File: src/sv/ffpa_pkg.sv
// ----------------------------------------------------------------------------
// ffpa_pkg: shared types and constants
// widths, status codes and cell interface structs of the page allocator
// ----------------------------------------------------------------------------
package ffpa_pkg;
   localparam int MaxBlocks = 32;
   localparam int AddrBits  = 48;
   localparam int PageShift = 12;
   localparam int PageBits  = AddrBits - PageShift;
   localparam int CntBits   = $clog2(MaxBlocks + 1);
   localparam int IdxBits   = $clog2(MaxBlocks);

   typedef logic [PageBits-1:0] page_type;

   typedef enum logic [2:0] {
      ST_OK        = 3'd0,
      ST_NO_SPACE  = 3'd1,
      ST_NOT_FOUND = 3'd2,
      ST_FULL      = 3'd3,
      ST_REGION    = 3'd4
   } status_type;

   typedef enum logic {
      OP_ALLOC = 1'b0,
      OP_FREE  = 1'b1
   } op_type;

   localparam logic CSR_START = 1'b0;
   localparam logic CSR_END   = 1'b1;

   // command broadcast to every cell
   typedef struct packed {
      logic     ins;     // insert at position pos
      logic     del;     // delete at position pos
      logic [CntBits-1:0] pos;
      page_type new_start;
      page_type new_end;
   } cell_cmd_type;

   // entry handed between neighbors
   typedef struct packed {
      page_type start_page;
      page_type end_page;
   } entry_type;
endpackage

File: src/sv/ffpa_cell.sv
// ----------------------------------------------------------------------------
// ffpa_cell: one table slot
// holds one block, evaluates its gap and shifts on insert or delete
// ----------------------------------------------------------------------------
module ffpa_cell (
   input  logic                  clock,
   input  logic [ffpa_pkg::CntBits-1:0] my_idx,
   input  logic [ffpa_pkg::CntBits-1:0] count,
   input  ffpa_pkg::cell_cmd_type cmd,
   input  ffpa_pkg::entry_type   left,      // entry of cell i-1
   input  ffpa_pkg::entry_type   right,     // entry of cell i+1
   input  ffpa_pkg::page_type    first_page,
   input  ffpa_pkg::page_type    pages,
   input  ffpa_pkg::page_type    free_page,
   output ffpa_pkg::entry_type   entry,
   output logic                  fit,       // gap before this block fits
   output logic                  hit        // block starts at free_page
);
   import ffpa_pkg::*;

   entry_type entry_ff, entry_in;
   page_type  last;
   logic      used;

   assign used  = my_idx < count;
   assign last  = (my_idx == '0) ? first_page : left.end_page;
   assign entry = entry_ff;
   assign fit   = used && (entry_ff.start_page > last) &&
                  ((entry_ff.start_page - last) >= pages);
   assign hit   = used && (entry_ff.start_page == free_page);

   always_comb begin
      entry_in = entry_ff;
      if (cmd.ins) begin
         if (my_idx == cmd.pos) begin
            entry_in.start_page = cmd.new_start;
            entry_in.end_page   = cmd.new_end;
         end else if (my_idx > cmd.pos) begin
            entry_in = left;
         end
      end else if (cmd.del && my_idx >= cmd.pos) begin
         entry_in = right;
      end
   end

   always_ff @(posedge clock) begin
      entry_ff <= entry_in;
   end
endmodule

File: config.mk
export PLATFORM = sky130hd
export DESIGN_NAME = ffpa_cell
export DESIGN_NICKNAME = d
export VERILOG_FILES = /design/src/sv/ffpa_pkg.sv /design/src/sv/ffpa_cell.sv
export SDC_FILE = /design/constraint.sdc
export NUM_CORES = 1
export LEC_CHECK = 0
export BUFFER_PORTS_ARGS = -buffer_cell sky130_fd_sc_hd__buf_2
export CORE_AREA = 2 2 165 167
export CTS_CLUSTER_DIAMETER = 40
export DETAILED_ROUTE_END_ITERATION = 8
export DIE_AREA = 0 0 167 169
export HOLD_SLACK_MARGIN = 0.12
export SETUP_SLACK_MARGIN = 0.02
export SLEW_MARGIN = 0
export SYNTH_ARGS = -nofsm -noshare
export SYNTH_HDL_FRONTEND = slang
export SYNTH_SLANG_ARGS = --single-unit
File: constraint.sdc
create_clock -name clock -period 6 [get_ports clock]
set_input_delay 0 -clock clock [delete_from_list [all_inputs] [get_ports clock]]
set_output_delay 0 -clock clock [all_outputs]
set_load 0.03 [all_outputs]
After elaboration in Yosys (flattened, before gate mapping)
Cells that the tools add are included.
{ "op_classes": {"n_mux": 5, "reduce_logical": 7, "addsub": 1, "n_eq_ne": 3, "n_lt_le_gt_ge": 5} }
{ "ops": {"columns": ["op", "n"], "rows": [
  ["two-way mux 72 bit", 4],
  ["== test 36 bit", 1],
  ["greater-or-equal comparator 36 bit", 1],
  ["greater-than comparator 36 bit", 1],
  ["two-way mux 36 bit", 1],
  ["subtractor 36 bit", 1],
  ["== test 6 bit", 1],
  ["greater-or-equal comparator 6 bit", 1],
  ["greater-than comparator 6 bit", 1],
  ["logical NOT 6 bit", 1],
  ["< comparator 6 bit", 1],
  ["logical AND 1 bit", 4],
  ["!= test 3 x 1 -> 1 bit (second input constant)", 1],
  ["AND reduction 2 bit", 1],
  ["nonzero test 2 bit", 1]
]} }
{ "totals": {"register_bits": 72, "output_inout_bits": 74} }

Depth between registers and ports, before layout
{ "logic_depth": {"depth_word": 5, "mapped_depth": 23, "depth_no_buf": 23} }

Least setup slack after synthesis
Ideal clock, no wire load.
{ "synth_timing": {"kind": "input to register", "start": "in my_idx[0] in the netlist's numbering", "end": "reg entry_ff (netlist bit entry[0]), enable pin", "t_arrival_ns": 3.832, "setup_ns": 0.502, "path_stages": 10, "slack_ns": 1.665, "t_required_ns": 5.498, "cell_sequence": "inv_1 -> ha_1 -> nand2b_1 -> a21o_1 -> a21oi_1 -> nor2b_1 -> o21ai_0 -> nand2b_1 -> a21oi_1 -> nor2_1"} }
{ "synth_between": {"elab_chain_cells": 4} }
{ "synth_lines": {"columns": ["element", "line", "text"], "rows": [
  ["start, declared", "ffpa_cell.sv:7", "input logic [ffpa_pkg::CntBits-1:0] my_idx,"],
  ["greater-or-equal comparator 6 bit", "ffpa_cell.sv:41", "end else if (cmd.del && my_idx >= cmd.pos) begin"],
  ["logical AND 1 bit", "ffpa_cell.sv:41", null],
  ["nonzero test 2 bit (no source line)", null, null],
  ["AND reduction 2 bit (no source line) (*)", null, null],
  ["end signal, assigned", "ffpa_cell.sv:47", "entry_ff <= entry_in;"],
  ["end, declared", "ffpa_cell.sv:21", "entry_type entry_ff, entry_in;"]
]} }
Mark *: on every way between the ends. The rest lies on a longest branch, timed or not.
A chain may end at the register's enable or synchronous reset.

Worst setup path in the final report
{ "layout_timing": {"start": "in my_idx[2] in the netlist's numbering", "end": "out fit"} }
{ "layout_between": {"elab_chain_cells": 5} }
{ "layout_lines": {"columns": ["element", "line", "text"], "rows": [
  ["logical NOT 6 bit", "ffpa_cell.sv:26", "assign last = (my_idx == '0) ? first_page : left.end_page;"],
  ["two-way mux 36 bit", "ffpa_cell.sv:26", null],
  ["subtractor 36 bit or greater-than comparator 36 bit (tied branches)", "ffpa_cell.sv:29, ffpa_cell.sv:28", null],
  ["greater-or-equal comparator 36 bit or logical AND 1 bit (tied branches)", "ffpa_cell.sv:29, ffpa_cell.sv:28", null],
  ["logical AND 1 bit (*)", "ffpa_cell.sv:28", "assign fit = used && (entry_ff.start_page > last) &&"],
  ["end, declared", "ffpa_cell.sv:16", "output logic fit,"]
]} }
Marked as above.

==> results.py <==
metrics = {
    "outcome": {
        "run_status": "finished, final reports clean",
    },
    "cts": {
        "post_cts_buffers": 0,
        "cts.sinks": 72,
        "cts_root_buf": "clkbuf_16",
        "h-tree-depth": 3,
        "cts_hold_buf": 140,
        "cts_tree": "yes",
        "clockBufferDepth": 2,
        "cts_buffers": 9,
        "path_clk_slew_ns": 0.07,
        "cts-resized-gates": 0,
    },
    "setup_path": {
        "crit_fanout": 7,
        "crit_path_start": "my_idx[2]",
        "cp-endpoint": "fit",
        "critPathLaunchType": "primary input",
        "path_class": "primary input to primary output",
        "arrival_ns": 5.24,
        "max_stage_delay_ns": 0.42,
        "cp_slowest_cell": "a211oi_2",
        "worst_ep_required_time_ns": 6.00,
        "worst_setup_path_end_kind": "primary output",
        "crit_path_frequent_cell": "a21o_1",
    },
    "synth": {
        "ys_types": 53,
        "yosys_warnings": 0,
        "synth_area_mm2": 0.00755,
        "synth_edf_count": 72,
        "seq_area_frac_synth": 0.286,
        "syn-num-nets": 1277,
        "ys_seq_elements": 72,
        "synth-main-ff-cell": "edfxtp_1",
        "synth_cells": 848,
        "async_flop_share": 0,
        "synth_area_per_cell_um2": 8.90,
    },
    "timing": {
        "worst_slew_pin_slew_ns": 0.945,
        "fin_crit_sh": 0.873,
        "holdWs_ns": 0.149,
        "setup_viol": 0,
        "finalHoldViolations": 0,
        "maxSlewViolCount": 0,
        "fin_tns_setup_ns": 0,
        "fmax_mhz": 191,
        "grt_setup_unrepaired": "false",
        "slew_headroom": 0.364,
        "min_period_ns": 5.24,
    },
    "hold_path": {
        "whs_path_depth": 3,
        "hold_class": "primary input to flop",
    },
    "global_route": {
        "grt_pass1_vias": 8503,
        "antenna_found_initial": 1,
        "gr-total-overflow": 0,
        "grt_pass1_wl_um": 47900,
        "grt_max_degree": 78,
        "grt_use_total": 0.223,
    },
    "power_and_ir_drop": {
        "swShare": 0.415,
        "seq_power_share": 0.279,
        "combPwrFrac": 0.508,
        "p_clk_frac": 0.213,
        "peakVddDrop_v": 0.000112,
        "power_leakage_nw": 5.66,
        "p_int_mw": 1.48,
        "power.density_mw_per_mm2": 217,
        "p_sw_mw": 1.05,
    },
    "detailed_routing": {
        "totalWireLength_um": 33000,
        "num_vias": 8539,
        "drt_iter0_markers": 452,
        "drc": 0,
        "antenna_left": 0,
        "dr.pass1.iters": 8,
        "wire_per_inst_um": 19.1,
        "via_per_inst": 4.94,
    },
    "cells_and_area": {
        "drive_gt1_frac": 0.327,
        "fillers": 2636,
        "largest_reg_flops": 72,
        "nets": 1811,
        "area_growth_pct": 54.2,
    },
    "run": {
        "drv_cap": 0,
    },
    "floorplanning": {
        "die_w_um": 167,
        "row_count": 60,
        "fp.dieArea_mm2": 0.0282,
        "die_y_um": 169,
        "pin_count": 419,
        "coreArea_mm2": 0.0265,
        "start_util": 0.285,
    },
    "placed_design": {
        "dpl.hpwl_um": 26400,
        "place_congestion": 0.907,
        "port_buffers": 418,
    },
}
## critical path: cells and delay by family
kind                       cells  cell delay (ns)
xor gates and xnor gates       1             0.15
AOI/OAI and AO/OA             14             2.92
muxes                          1             0.29
and+or+nand+nor                3             0.77
adders and majority gates      3             0.72
buffers and inverters          3             0.38
## logic make-up (layout without fill, tap and decap cells)
group,Yosys count,after routing,synth area share
simple gates,202,202,0.125
buf+inv,94,633,0.0477
fa+ha+maj,84,84,0.140
other cells,0,1,0
flops,72,72,0.286
xor+xnor,70,70,0.0812
mux,108,108,0.143
compound gates,218,218,0.175
## power groups by stage
stage | clock [mW] | combinational, mW | sequential (mW)
global route | 0.567 | 1.41 | 0.714
finish | 0.537 | 1.28 | 0.705
detailed placement | 0 | 1.19 | 0.719
global placement | 0 | 1.18 | 0.718
floorplan | 0 | 0.655 | 0.831
CTS | 0.557 | 1.28 | 0.709
## cell usage in the layout (no fill, tap or decap), types with 5 or more instances in the layout
cell | synthesis | final
nand2b_1 | 10 | 10
o31ai_1 | 5 | 5
o21ai_1 | 11 | 11
buf_4 | 0 | 6
nor4_1 | 9 | 9
nand3_1 | 8 | 8
o21ai_0 | 13 | 13
a21oi_1 | 119 | 119
clkbuf_16 | 0 | 9
edfxtp_1 | 72 | 72
dlygate4sd3_1 | 0 | 140
buf_2 | 6 | 417
nand2_1 | 35 | 34
nor2_1 | 95 | 93
mux2i_1 | 107 | 107
xnor2_1 | 29 | 29
inv_1 | 53 | 53
nand4_1 | 25 | 25
ha_1 | 83 | 83
a21o_1 | 37 | 37
xor2_1 | 41 | 41
## how the worst min path moves through the flow
stage | slack, ns | start | end
after global routing | 0.16 | cmd[22] | entry[22]
after detailed placement | 0.32 | right[47] | entry[47]
final | 0.15 | cmd[27] | entry[27]
after CTS | 0.14 | left[46] | entry[46]
after global placement | 0.32 | right[23] | entry[23]
after floorplan | 0.23 | right[21] | entry[21]
## layer usage
| metal | global-route usage | wire length (um) | up-vias |
|---|---|---|---|
| met4 | 0.0577 | 539 | 0 |
| met1 | 0.267 | 13600 | 3950 |
| met3 | 0.0381 | 2200 | 31 |
| li1 | - | - | 4168 |
| met5 | 0 | 0 | - |
| met2 | 0.411 | 16700 | 390 |
## through the flow
| stage | cell area (um2) | std cells | setup WS (ns) | util | power (mW) |
|---|---|---|---|---|---|
| global route | 11600 | 1728 | 0.274 | 0.439 | 2.69 |
| detailed placement | 9970 | 1572 | 0.848 | 0.376 | 1.91 |
| floorplan | 7550 | 848 | 1.67 | - | 1.49 |
| CTS | 11600 | 1728 | 0.805 | 0.439 | 2.55 |
| finish | 11600 | 1729 | 0.762 | 0.439 | 2.53 |
| global placement | 9970 | 1572 | 0.935 | 0.376 | 1.89 |
## cell type report
cell class              instances  area (um2)  share of cell area
inverters                      54         203              0.0174
clock buffers                  10         229              0.0197
clock inverters                 6        42.5             0.00365
multi-input cells             682        5040               0.433
well taps                     341         427              0.0367
diodes                          1        2.50            0.000215
flip-flops and latches         72        2160               0.186
repair buffers                563        3530               0.304
## synthesized netlist by cell type (all sizes together), types with 2 or more instances
cell type | instances | area [um2]
edfxtp | 72 | 2160
a21o | 38 | 287
a211oi | 3 | 27.5
a221oi | 4 | 35.0
nand2b | 10 | 62.6
nand2 | 35 | 131
nor3 | 5 | 30.0
a21oi | 120 | 604
ha | 83 | 1040
o21bai | 3 | 22.5
nand3 | 8 | 40.0
o21ai | 24 | 120
nand3b | 2 | 15.0
nand4 | 25 | 156
clkbuf | 29 | 109
and2 | 2 | 12.5
o2111ai | 2 | 17.5
inv | 54 | 203
nor2 | 95 | 357
o211ai | 3 | 27.5
and4 | 4 | 35.0
mux2i | 107 | 1070
xnor2 | 29 | 254
nor2b | 4 | 25.0
o31ai | 6 | 50.1
o21a | 4 | 30.0
xor2 | 41 | 359
a41oi | 2 | 17.5
buf | 11 | 48.8
nor4 | 10 | 68.8
Power figures use the tool's default switching activity.
